File: src/rsc_pkg.sv
// ----------------------------------------------------------------------------
// rsc_pkg
// shared types, constants and helpers of the risc instruction step core
// ----------------------------------------------------------------------------
package rsc_pkg;

   localparam int MEM_WORDS = 1024;
   localparam int ADDR_W    = $clog2(MEM_WORDS);
   localparam int PC_W      = ADDR_W + 2;
   localparam int DATA_W    = 32;
   localparam int NUM_REGS  = 16;
   localparam int REG_W     = $clog2(NUM_REGS);
   localparam int OUT_PC_W  = 12;
   localparam logic [REG_W-1:0] LINK_REG = REG_W'(NUM_REGS - 1);

   typedef struct packed {
      logic        cmd;
      logic [11:0] load_address;
      logic [31:0] load_word;
   } req_type;

   typedef enum logic [1:0] {
      STAT_OK       = 2'd0,
      STAT_DIV_ZERO = 2'd1,
      STAT_UNDEF    = 2'd2
   } status_type;

   typedef struct packed {
      logic [OUT_PC_W-1:0] exec_pc;
      logic [OUT_PC_W-1:0] next_pc;
      logic                reg_written;
      logic [3:0]          dest_reg;
      logic [31:0]         write_value;
      logic                flag_eq;
      logic                flag_gt;
      status_type          status;
   } rsp_type;

   typedef enum logic [4:0] {
      OP_ADD  = 5'd0,  OP_SUB  = 5'd1,  OP_MUL  = 5'd2,  OP_DIV  = 5'd3,
      OP_MOD  = 5'd4,  OP_CMP  = 5'd5,  OP_AND  = 5'd6,  OP_OR   = 5'd7,
      OP_NOT  = 5'd8,  OP_MOV  = 5'd9,  OP_LSL  = 5'd10, OP_LSR  = 5'd11,
      OP_ASR  = 5'd12, OP_NOP  = 5'd13, OP_LD   = 5'd14, OP_ST   = 5'd15,
      OP_BEQ  = 5'd16, OP_BGT  = 5'd17, OP_B    = 5'd18, OP_CALL = 5'd19,
      OP_RET  = 5'd20
   } op_type;

   typedef enum logic [3:0] {
      S_CLEAR, S_IDLE, S_LOAD, S_FETCH, S_DECODE, S_READ,
      S_OPER, S_EXEC, S_DIV, S_MEM, S_WB
   } state_type;

   // controller to datapath
   typedef struct packed {
      logic mem_clear;
      logic accept;
      logic load_wr;
      logic fetch;
      logic ir_load;
      logic ops_load;
      logic read_third;
      logic exec;
      logic mem_capture;
      logic commit;
   } dp_cmd_type;

   // datapath to controller
   typedef struct packed {
      logic clear_last;
      logic is_div;
      logic is_ld;
      logic div_done;
   } dp_sts_type;

   function automatic logic [ADDR_W-1:0] word_index(input logic [31:0] addr);
      return addr[ADDR_W+1:2];
   endfunction

endpackage

File: src/rsc_ctrl.sv
// ----------------------------------------------------------------------------
// rsc_ctrl
// sequencer: memory clear, load, fetch, decode, operand read, execute, divide or memory wait, write-back
// ----------------------------------------------------------------------------
module rsc_ctrl (
   input  logic                clock,
   input  logic                reset,
   input  logic                req_valid,
   input  logic                req_is_step,
   output logic                req_ready,
   output logic                rsp_valid,
   input  logic                rsp_ready,
   input  rsc_pkg::dp_sts_type sts,
   output rsc_pkg::dp_cmd_type cmd
);

   rsc_pkg::state_type state_ff, state_in;
   logic               rsp_valid_ff, rsp_valid_in;

   always_ff @(posedge clock) begin
      if (reset) begin
         state_ff     <= rsc_pkg::S_CLEAR;
         rsp_valid_ff <= 1'b0;
      end else begin
         state_ff     <= state_in;
         rsp_valid_ff <= rsp_valid_in;
      end
   end

   always_comb begin
      state_in  = state_ff;
      cmd       = '0;
      req_ready = 1'b0;
      case (state_ff)
         rsc_pkg::S_CLEAR: begin
            cmd.mem_clear = 1'b1;
            if (sts.clear_last) state_in = rsc_pkg::S_IDLE;
         end
         rsc_pkg::S_IDLE: begin
            req_ready  = 1'b1;
            cmd.accept = req_valid;
            if (req_valid) state_in = req_is_step ? rsc_pkg::S_FETCH : rsc_pkg::S_LOAD;
         end
         rsc_pkg::S_LOAD: begin
            cmd.load_wr = 1'b1;
            state_in    = rsc_pkg::S_WB;
         end
         rsc_pkg::S_FETCH: begin
            cmd.fetch = 1'b1;
            state_in  = rsc_pkg::S_DECODE;
         end
         rsc_pkg::S_DECODE: begin
            cmd.ir_load = 1'b1;
            state_in    = rsc_pkg::S_READ;
         end
         rsc_pkg::S_READ: state_in = rsc_pkg::S_OPER;
         rsc_pkg::S_OPER: begin
            cmd.ops_load   = 1'b1;
            cmd.read_third = 1'b1;
            state_in       = rsc_pkg::S_EXEC;
         end
         rsc_pkg::S_EXEC: begin
            cmd.exec = 1'b1;
            if (sts.is_div)     state_in = rsc_pkg::S_DIV;
            else if (sts.is_ld) state_in = rsc_pkg::S_MEM;
            else                state_in = rsc_pkg::S_WB;
         end
         rsc_pkg::S_DIV: begin
            if (sts.div_done) state_in = rsc_pkg::S_WB;
         end
         rsc_pkg::S_MEM: begin
            cmd.mem_capture = 1'b1;
            state_in        = rsc_pkg::S_WB;
         end
         rsc_pkg::S_WB: begin
            if (!rsp_valid_ff || rsp_ready) begin
               cmd.commit = 1'b1;
               state_in   = rsc_pkg::S_IDLE;
            end
         end
         default: state_in = rsc_pkg::S_CLEAR;
      endcase
   end

   always_comb begin
      rsp_valid_in = rsp_valid_ff;
      if (cmd.commit)     rsp_valid_in = 1'b1;
      else if (rsp_ready) rsp_valid_in = 1'b0;
   end

   assign rsp_valid = rsp_valid_ff;

endmodule

File: config.mk
export PLATFORM = sky130hd
export DESIGN_NAME = rsc_ctrl
export DESIGN_NICKNAME = d
export VERILOG_FILES = /design/src/rsc_pkg.sv /design/src/rsc_ctrl.sv
export SDC_FILE = /design/constraint.sdc
export NUM_CORES = 1
export LEC_CHECK = 0
export BUFFER_PORTS_ARGS = -buffer_cell sky130_fd_sc_hd__buf_2
export CORE_MARGIN = 2
export CORE_UTILIZATION = 33
export CTS_CLUSTER_DIAMETER = 30
export DETAILED_ROUTE_END_ITERATION = 10
export PLACE_DENSITY_LB_ADDON = 0.1
export SYNTH_ARGS = -nofsm -noshare
export SYNTH_HDL_FRONTEND = slang
export SYNTH_SLANG_ARGS = --single-unit
export TNS_END_PERCENT = 5
File: constraint.sdc
create_clock -name clock -period 1.9 [get_ports clock]
set_clock_uncertainty 0.2 [all_clocks]
set_input_delay 0.095 -clock clock [delete_from_list [all_inputs] [get_ports clock]]
set_output_delay 0.095 -clock clock [all_outputs]
set_load 0.05 [all_outputs]
-- Word level (Yosys, flattened, before mapping)
Cells that the tools add are included.
- logic and storage cells: 43
- flip-flop bits (word level): 5
- output and inout bits: 12
- bits of input ports: 9
- multiplexer cells: 21
- equal/unequal tests: 14
- reduce and logical (&&, ||, !) cells: 6
- operators with widths (kind ; number):
    one-hot mux 4 bit (10 select lines) ; 1
    2-to-1 mux 4 bit ; 5
    equality test 4 x 3 -> 1 bit, second input constant ; 4
    2-to-1 mux 1 bit ; 13
    equality test 4 bit, second input constant ; 3
    equality test 4 x 2 -> 1 bit, second input constant ; 2
    inequality test 2 bit, second input constant ; 4
    equality test 4 x 1 -> 1 bit, second input constant ; 1
    zero test 4 bit ; 1
    2-to-1 mux 2 bit ; 2
    AND reduction 4 bit ; 1
    nonzero test 2 bit ; 1
    OR reduction 2 bit ; 1
    zero test 1 bit ; 1
    logical OR 1 bit ; 1

-- Depth between registers and ports, before layout
Gate-level depths: netlist of run 1.
- depth in word-level cells: 5
- depth in mapped cells: 5
- gate-level depth less buffers: 4

-- Least setup slack after synthesis of run 1
No wires, ideal clock.
- kind: register to output
- start point: reg state_ff[2]
- end point: out cmd[9] (netlist name)
- cell stages (with the launch flop): 3
- data arrival time: 2057 ps
- setup slack: -452 ps
- data required time: 1605 ps
- path buffers: 1
- cells stage by stage: dfxtp_1 -> buf_2 -> nor4_1
- RTL lines (what ; line ; RTL):
    start: declaration ; rsc_ctrl.sv:17 ; rsc_pkg::state_type state_ff, state_in;
    start signal: assignment ; rsc_ctrl.sv:22 ; state_ff <= rsc_pkg::S_CLEAR;
    start signal: assignment ; rsc_ctrl.sv:25 ; state_ff <= state_in;
    end: declaration ; rsc_ctrl.sv:14 ; output rsc_pkg::dp_cmd_type cmd

==> flow_summary.json, run 1 <==
{
  "synthDominantCellAreaShare_pct": 23.1,
  "crit_path_end_kind": "primary output",
  "crit_slowest_cell": "dfxtp_1",
  "critPathMaxFanout": 9,
  "core_area_sq_um": 1270,
  "row_count": 13,
  "clock_latency_ps": 250,
  "synth_area_per_cell_sq_um": 7.49,
  "synth_top_family_by_area": "simple AND/OR/NAND/NOR gates",
  "fin_crit_ps": 1830,
  "cpLargestDelayFamily": "simple AND/OR/NAND/NOR gates",
  "grt_usage_pct": 17.4,
  "place.gp.congestion": 0.762,
  "yosys.area_share.simple_pct": 40.1,
  "synth_compound_area_share_pct": 23.6,
  "max_freq_mhz": 547,
  "worst-setup-path-type": "register to primary output",
  "n_antenna_cell": 0,
  "ys_seq_elements": 5,
  "relSlewSlack_pct": 76.3,
  "power_mw": 0.987,
  "setup_violations": 0,
  "max_stage_delay_ps": 390,
  "path_buf_inv": 1,
  "mostFrequentLayoutCells": "18 x buf_2, 9 x a21oi_1, 8 x nor2_1",
  "wl_mm": 1.19,
  "finalHoldViolCount": 0,
  "overflow": 0,
  "grt_pass1_vias": 433,
  "synth_area_sq_um": 434,
  "finalMaxSlewViolations": 0,
  "synthMuxAreaShare_pct": 2.31,
  "critical_path_required_ps": 1600,
  "syn_inst": 58,
  "worstPathArrival_ps": 1530,
  "drt.antenna.violating_nets": 0,
  "viasPerCell": 5.29,
  "post_drt_wl_per_cell_um": 12.2,
  "grt_pass1_wl_mm": 1.83,
  "synth_warnings": 0,
  "cp.depth": 4,
  "antenna_found_initial": 0,
  "dpl.hpwl_um": 876,
  "tightest_slew_ps": 353,
  "holdCritPathClass": "input pin to register",
  "path_clk_slew_ps": 50,
  "fin_cells": 97,
  "syn_to_final_growth_pct": 40.6,
  "maxCapViolCount": 0,
  "synth-xor-area-share_pct": 2.02,
  "cts_tree": "built",
  "r2r-start": "state_ff[3]",
  "clock-root-buffer": "clkbuf_4",
  "cts_buffers": 3,
  "synth_largest_area_cell": "dfxtp_1",
  "cellLeakagePower_nw": 0.277,
  "dieArea_sq_um": 1620,
  "drc": 0,
  "ys_seq_area_share_pct": 23.1,
  "clkSinkCount": 5,
  "reg2reg_slack_ps": 240,
  "final_common_cell": "buf_2",
  "final_core_util_pct": 48.1,
  "vias": 513,
  "port_buffers": 20,
  "cts_setup_buffers": 0,
  "dieHeight_um": 40.3,
  "status": "completed",
  "htree_levels": 1,
  "cts_buffer_depth": 2,
  "period_share_pct": 96.2,
  "crit_chain": "nand2b_2 -> or2_2 -> nor2_1 -> clkbuf_4",
  "reg2reg_depth": 4,
  "drt_iter0_markers": 7,
  "dieWidth_um": 40.3,
  "start_util_pct": 34.2,
  "cp-start-kind": "register",
  "pin_count": 21,
  "grt_max_degree": 13,
  "final.setup.tns_ps": 0,
  "drive_above_1_share_pct": 41.5,
  "rsz0062_at_grt": "false",
  "rr_endpoint": "state_ff[0]",
  "first_pass_iters": 4,
  "nets": 92,
  "synthAdderAreaFrac_pct": 0,
  "vdd_drop_max_uv": 450,
  "ys_types": 26,
  "crit_end": "cmd[0]",
  "cp-startpoint": "state_ff[0]",
  "power_density_nw_per_um2": 1620,
  "synth_fp_nets": 67,
  "yosys-top-cells-area": "dfxtp_1 23%, a21oi_1 10%, nand2b_1 7.2%, nor2_1 6.9%, nor3_1 5.8%",
  "placedCellCount": 91
}
==> stage by stage <==
step	hold WS [ps]	cell area [sq um]	setup WS, ps
2_1_floorplan	-35.9	440	-321
3_3_place_gp	142	554	206
3_5_place_dp	142	554	201
4_1_cts	39.2	603	35.2
5_1_grt	36.6	611	1.48
6_report	46.4	611	72.8
==> report_power, final <==
part	switching (mW)	internal [mW]	total, mW
logic	0.427	0.236	0.663
registers	0.0624	0.138	0.200
clock network	0.0472	0.0763	0.124
==> sequential cells by signal, summed over array words and instances (netlist names) <==
register   cells
rsp_valid      1
state_ff       4
==> timing repair <==
| action | CTS | global route |
|---|---|---|
| hold buffers | 2 | 0 |
| setup endpoints to repair | 1 | 2 |
| endpoints found under the hold margin | 5 | 0 |
| gates resized for setup | 1 | 3 |
==> worst min-delay path, delay by kind of cell <==
kind                   cells  cell delay, ps
buffers and inverters      1              80
AO/OA/AOI/OAI              1              80
AND/OR/NAND/NOR            1             180
==> cells in the mapped netlist, drive strengths merged <==
library cell / number
a2111oi: 1
a21oi: 9
a221oi: 1
a2bb2oi: 1
a41o: 1
and2: 1
and4bb: 1
buf: 6
dfxtp: 5
inv: 1
mux2i: 1
nand2: 1
nand2b: 5
nor2: 8
nor2b: 1
nor3: 5
nor3b: 2
nor4: 1
nor4b: 1
o211ai: 1
o31ai: 1
or2: 1
or3: 1
or4b: 1
xor2: 1
==> final cells by class <==
cell class | instances | area [sq um]
Tap cell | 15 | 18.8
Clock inverter | 1 | 5.00
Multi-Input combinational cell | 46 | 304
Timing Repair Buffer | 26 | 155
Inverter | 1 | 3.75
Fill cell | 140 | 658
Clock buffer | 3 | 22.5
Sequential cell | 5 | 101
==> logic make-up after synthesis <==
family                    Yosys count
AOI/OAI and AO/OA                  15
DFF                                 5
buffers and inverters               7
and+or+nand+nor                    29
muxes                               1
xor gates and xnor gates            1
==> layer usage <==
| layer | vias to the layer above | share of wire [%] | GRT usage (%) |
|---|---|---|---|
| met3 | 2 | 5.1 | 5.00 |
| met4 | 0 | 1.0 | 5.00 |
| met5 | - | 0 | 0 |
| met1 | 237 | 48 | 22.0 |
| li1 | 258 | - | - |
| met2 | 16 | 46 | 28.6 |
==> worst min-delay path by stage <==
stage / startpoint / endpoint / slack (ps) / cells past startpoint
detailed placement: reset / rsp_valid / 140 / 2
CTS: rsp_ready / rsp_valid / 40 / 3
global placement: reset / rsp_valid / 140 / 2
global route: rsp_ready / rsp_valid / 40 / 3
floorplan: reset / rsp_valid / -40 / 1
finish: rsp_ready / rsp_valid / 50 / 3
No activity file was read; power rests on OpenSTA's default activity.
==> run 2, diff against run 1 <==
- clock period: 1.9 -> 1.7 ns (I/O delays scaled with it)
==> run 2 against run 1 <==
Utilization rose by 7.5 points. Global-route usage rose by 0.59 points. Combinational power rose by 22%. Power rose by 23%. Critical endpoint is now cmd[5]. Via count rose by 1.4%. Worst setup slack got worse by 18 ps. Cell count rose by 5.2%.
==> flow_summary.json, run 2 (synthesized netlist as in run 1, its figures left out) <==
{
  "syn_to_final_growth_pct": 62.5,
  "start_util_pct": 34.2,
  "wl_mm": 1.18,
  "critical_path_required_ps": 1410,
  "pin_count": 21,
  "status": "completed",
  "cp-start-kind": "register",
  "grt_pass1_wl_mm": 1.97,
  "critPathMaxFanout": 7,
  "drt_iter0_markers": 10,
  "maxCapViolCount": 0,
  "dieHeight_um": 40.3,
  "fin_crit_ps": 1650,
  "worstPathArrival_ps": 1360,
  "cts_buffer_depth": 2,
  "rsz0062_at_grt": "true",
  "fin_ws_ps": 54.7,
  "power_density_nw_per_um2": 1710,
  "place_ws_ps": 8.29,
  "viasPerCell": 5.10,
  "placedCellCount": 96,
  "clkSinkCount": 5,
  "relSlewSlack_pct": 77.7,
  "dpl.hpwl_um": 894,
  "drive_above_1_share_pct": 50.6,
  "row_count": 13,
  "mostFrequentLayoutCells": "14 x buf_2, 12 x buf_4, 9 x a21oi_1",
  "cts_tree": "built",
  "port_buffers": 20,
  "regMostFlops": "state_ff",
  "clock-root-buffer": "clkbuf_4",
  "grt_max_degree": 12,
  "finalHoldViolCount": 0,
  "final_core_util_pct": 55.6,
  "antenna_found_initial": 0,
  "whs_ps": 32.6,
  "first_pass_iters": 4,
  "htree_levels": 1,
  "post_drt_wl_per_cell_um": 11.6,
  "place.gp.congestion": 0.798,
  "core_area_sq_um": 1270,
  "path_clk_slew_ps": 40,
  "vias": 520,
  "period_share_pct": 96.8,
  "n_antenna_cell": 0,
  "worst-setup-path-type": "register to primary output",
  "overflow": 0,
  "drc": 0,
  "reg2reg_slack_ps": 120,
  "grt_usage_pct": 18.0,
  "clock_latency_ps": 240,
  "setup_violations": 0,
  "dieArea_sq_um": 1620,
  "cellLeakagePower_nw": 0.316,
  "crit_path_end_kind": "primary output",
  "dieWidth_um": 40.3,
  "holdCritPathClass": "input pin to register",
  "fillCellCount": 132,
  "drt.antenna.violating_nets": 0,
  "final.setup.tns_ps": 0,
  "fin_cells": 102,
  "max_freq_mhz": 608,
  "final_common_cell": "buf_2",
  "cts_buffers": 3,
  "vdd_drop_max_uv": 1090,
  "tightest_slew_ps": 331,
  "grt_pass1_vias": 460,
  "largest_reg_flops": 4,
  "nets": 97,
  "finalMaxSlewViolations": 0
}
==> run 2: changes by cell type in the layout (fill, tap and decap cells not counted), moves of 2 or more <==
| cell | before | now |
|---|---|---|
| dfxtp_1 | 4 | 1 |
| buf_2 | 18 | 14 |
| clkbuf_4 | 5 | 3 |
| nor2_2 | 0 | 2 |
| dfxtp_4 | 0 | 3 |
| buf_6 | 0 | 3 |
| nor2_1 | 8 | 6 |
| buf_4 | 4 | 12 |
==> run 2: worst max-delay path, stage by stage (launching register included) <==
cell and delay, ps:
dfxtp_4 360, buf_4 140, buf_4 150, nand2b_1 100
nor3_1 140, buf_4 220
==> run 2: where the power goes <==
part / switching (mW) / internal (mW) / total, mW
clock: 0.0460 / 0.0886 / 0.135
combinational: 0.473 / 0.338 / 0.812
sequential: 0.0960 / 0.167 / 0.263
total: 0.615 / 0.594 / 1.21
==> run 2: worst paths after layout <==
path                from           to  cells past startpoint
min reg2reg    rsp_valid    rsp_valid                      2
min            rsp_ready    rsp_valid                      3
max reg2reg  state_ff[2]  state_ff[1]                      3
max          state_ff[2]       cmd[5]                      5
==> run 2: layout make-up <==
| cell class | instances | area, sq um | share of cell area [%] |
|---|---|---|---|
| Timing Repair Buffer | 31 | 214 | 30.3 |
| Sequential cell | 5 | 113 | 16.0 |
| Clock buffer | 4 | 26.3 | 3.72 |
| Multi-Input combinational cell | 46 | 330 | 46.8 |
| Tap cell | 15 | 18.8 | 2.66 |
| Inverter | 1 | 3.75 | 0.532 |
==> run 2: stage by stage <==
step | total power, mW | area (sq um)
5_1_grt | 1.30 | 706
6_report | 1.21 | 706
3_3_place_gp | 1.02 | 606
2_1_floorplan | 0.807 | 454
4_1_cts | 1.18 | 667
3_5_place_dp | 1.02 | 606
==> run 2: per-layer routing <==
layer / GRT usage (%) / wire (um) / up-vias / part of all wire, %
li1: - / - / 268 / -
met1: 23.4 / 550 / 234 / 47
met2: 27.8 / 545 / 16 / 46
met3: 6.67 / 77 / 2 / 6.5
met4: 5.00 / 9 / 0 / 0.76
met5: 0 / 0 / - / 0
==> run 2: timing repair <==
action | CTS | global route
setup buffers | 0 | 0
endpoints found under the setup margin | 10 | 8
hold buffers | 2 | 0
resized for setup | 8 | 15
hold endpoints to repair | 5 | 0
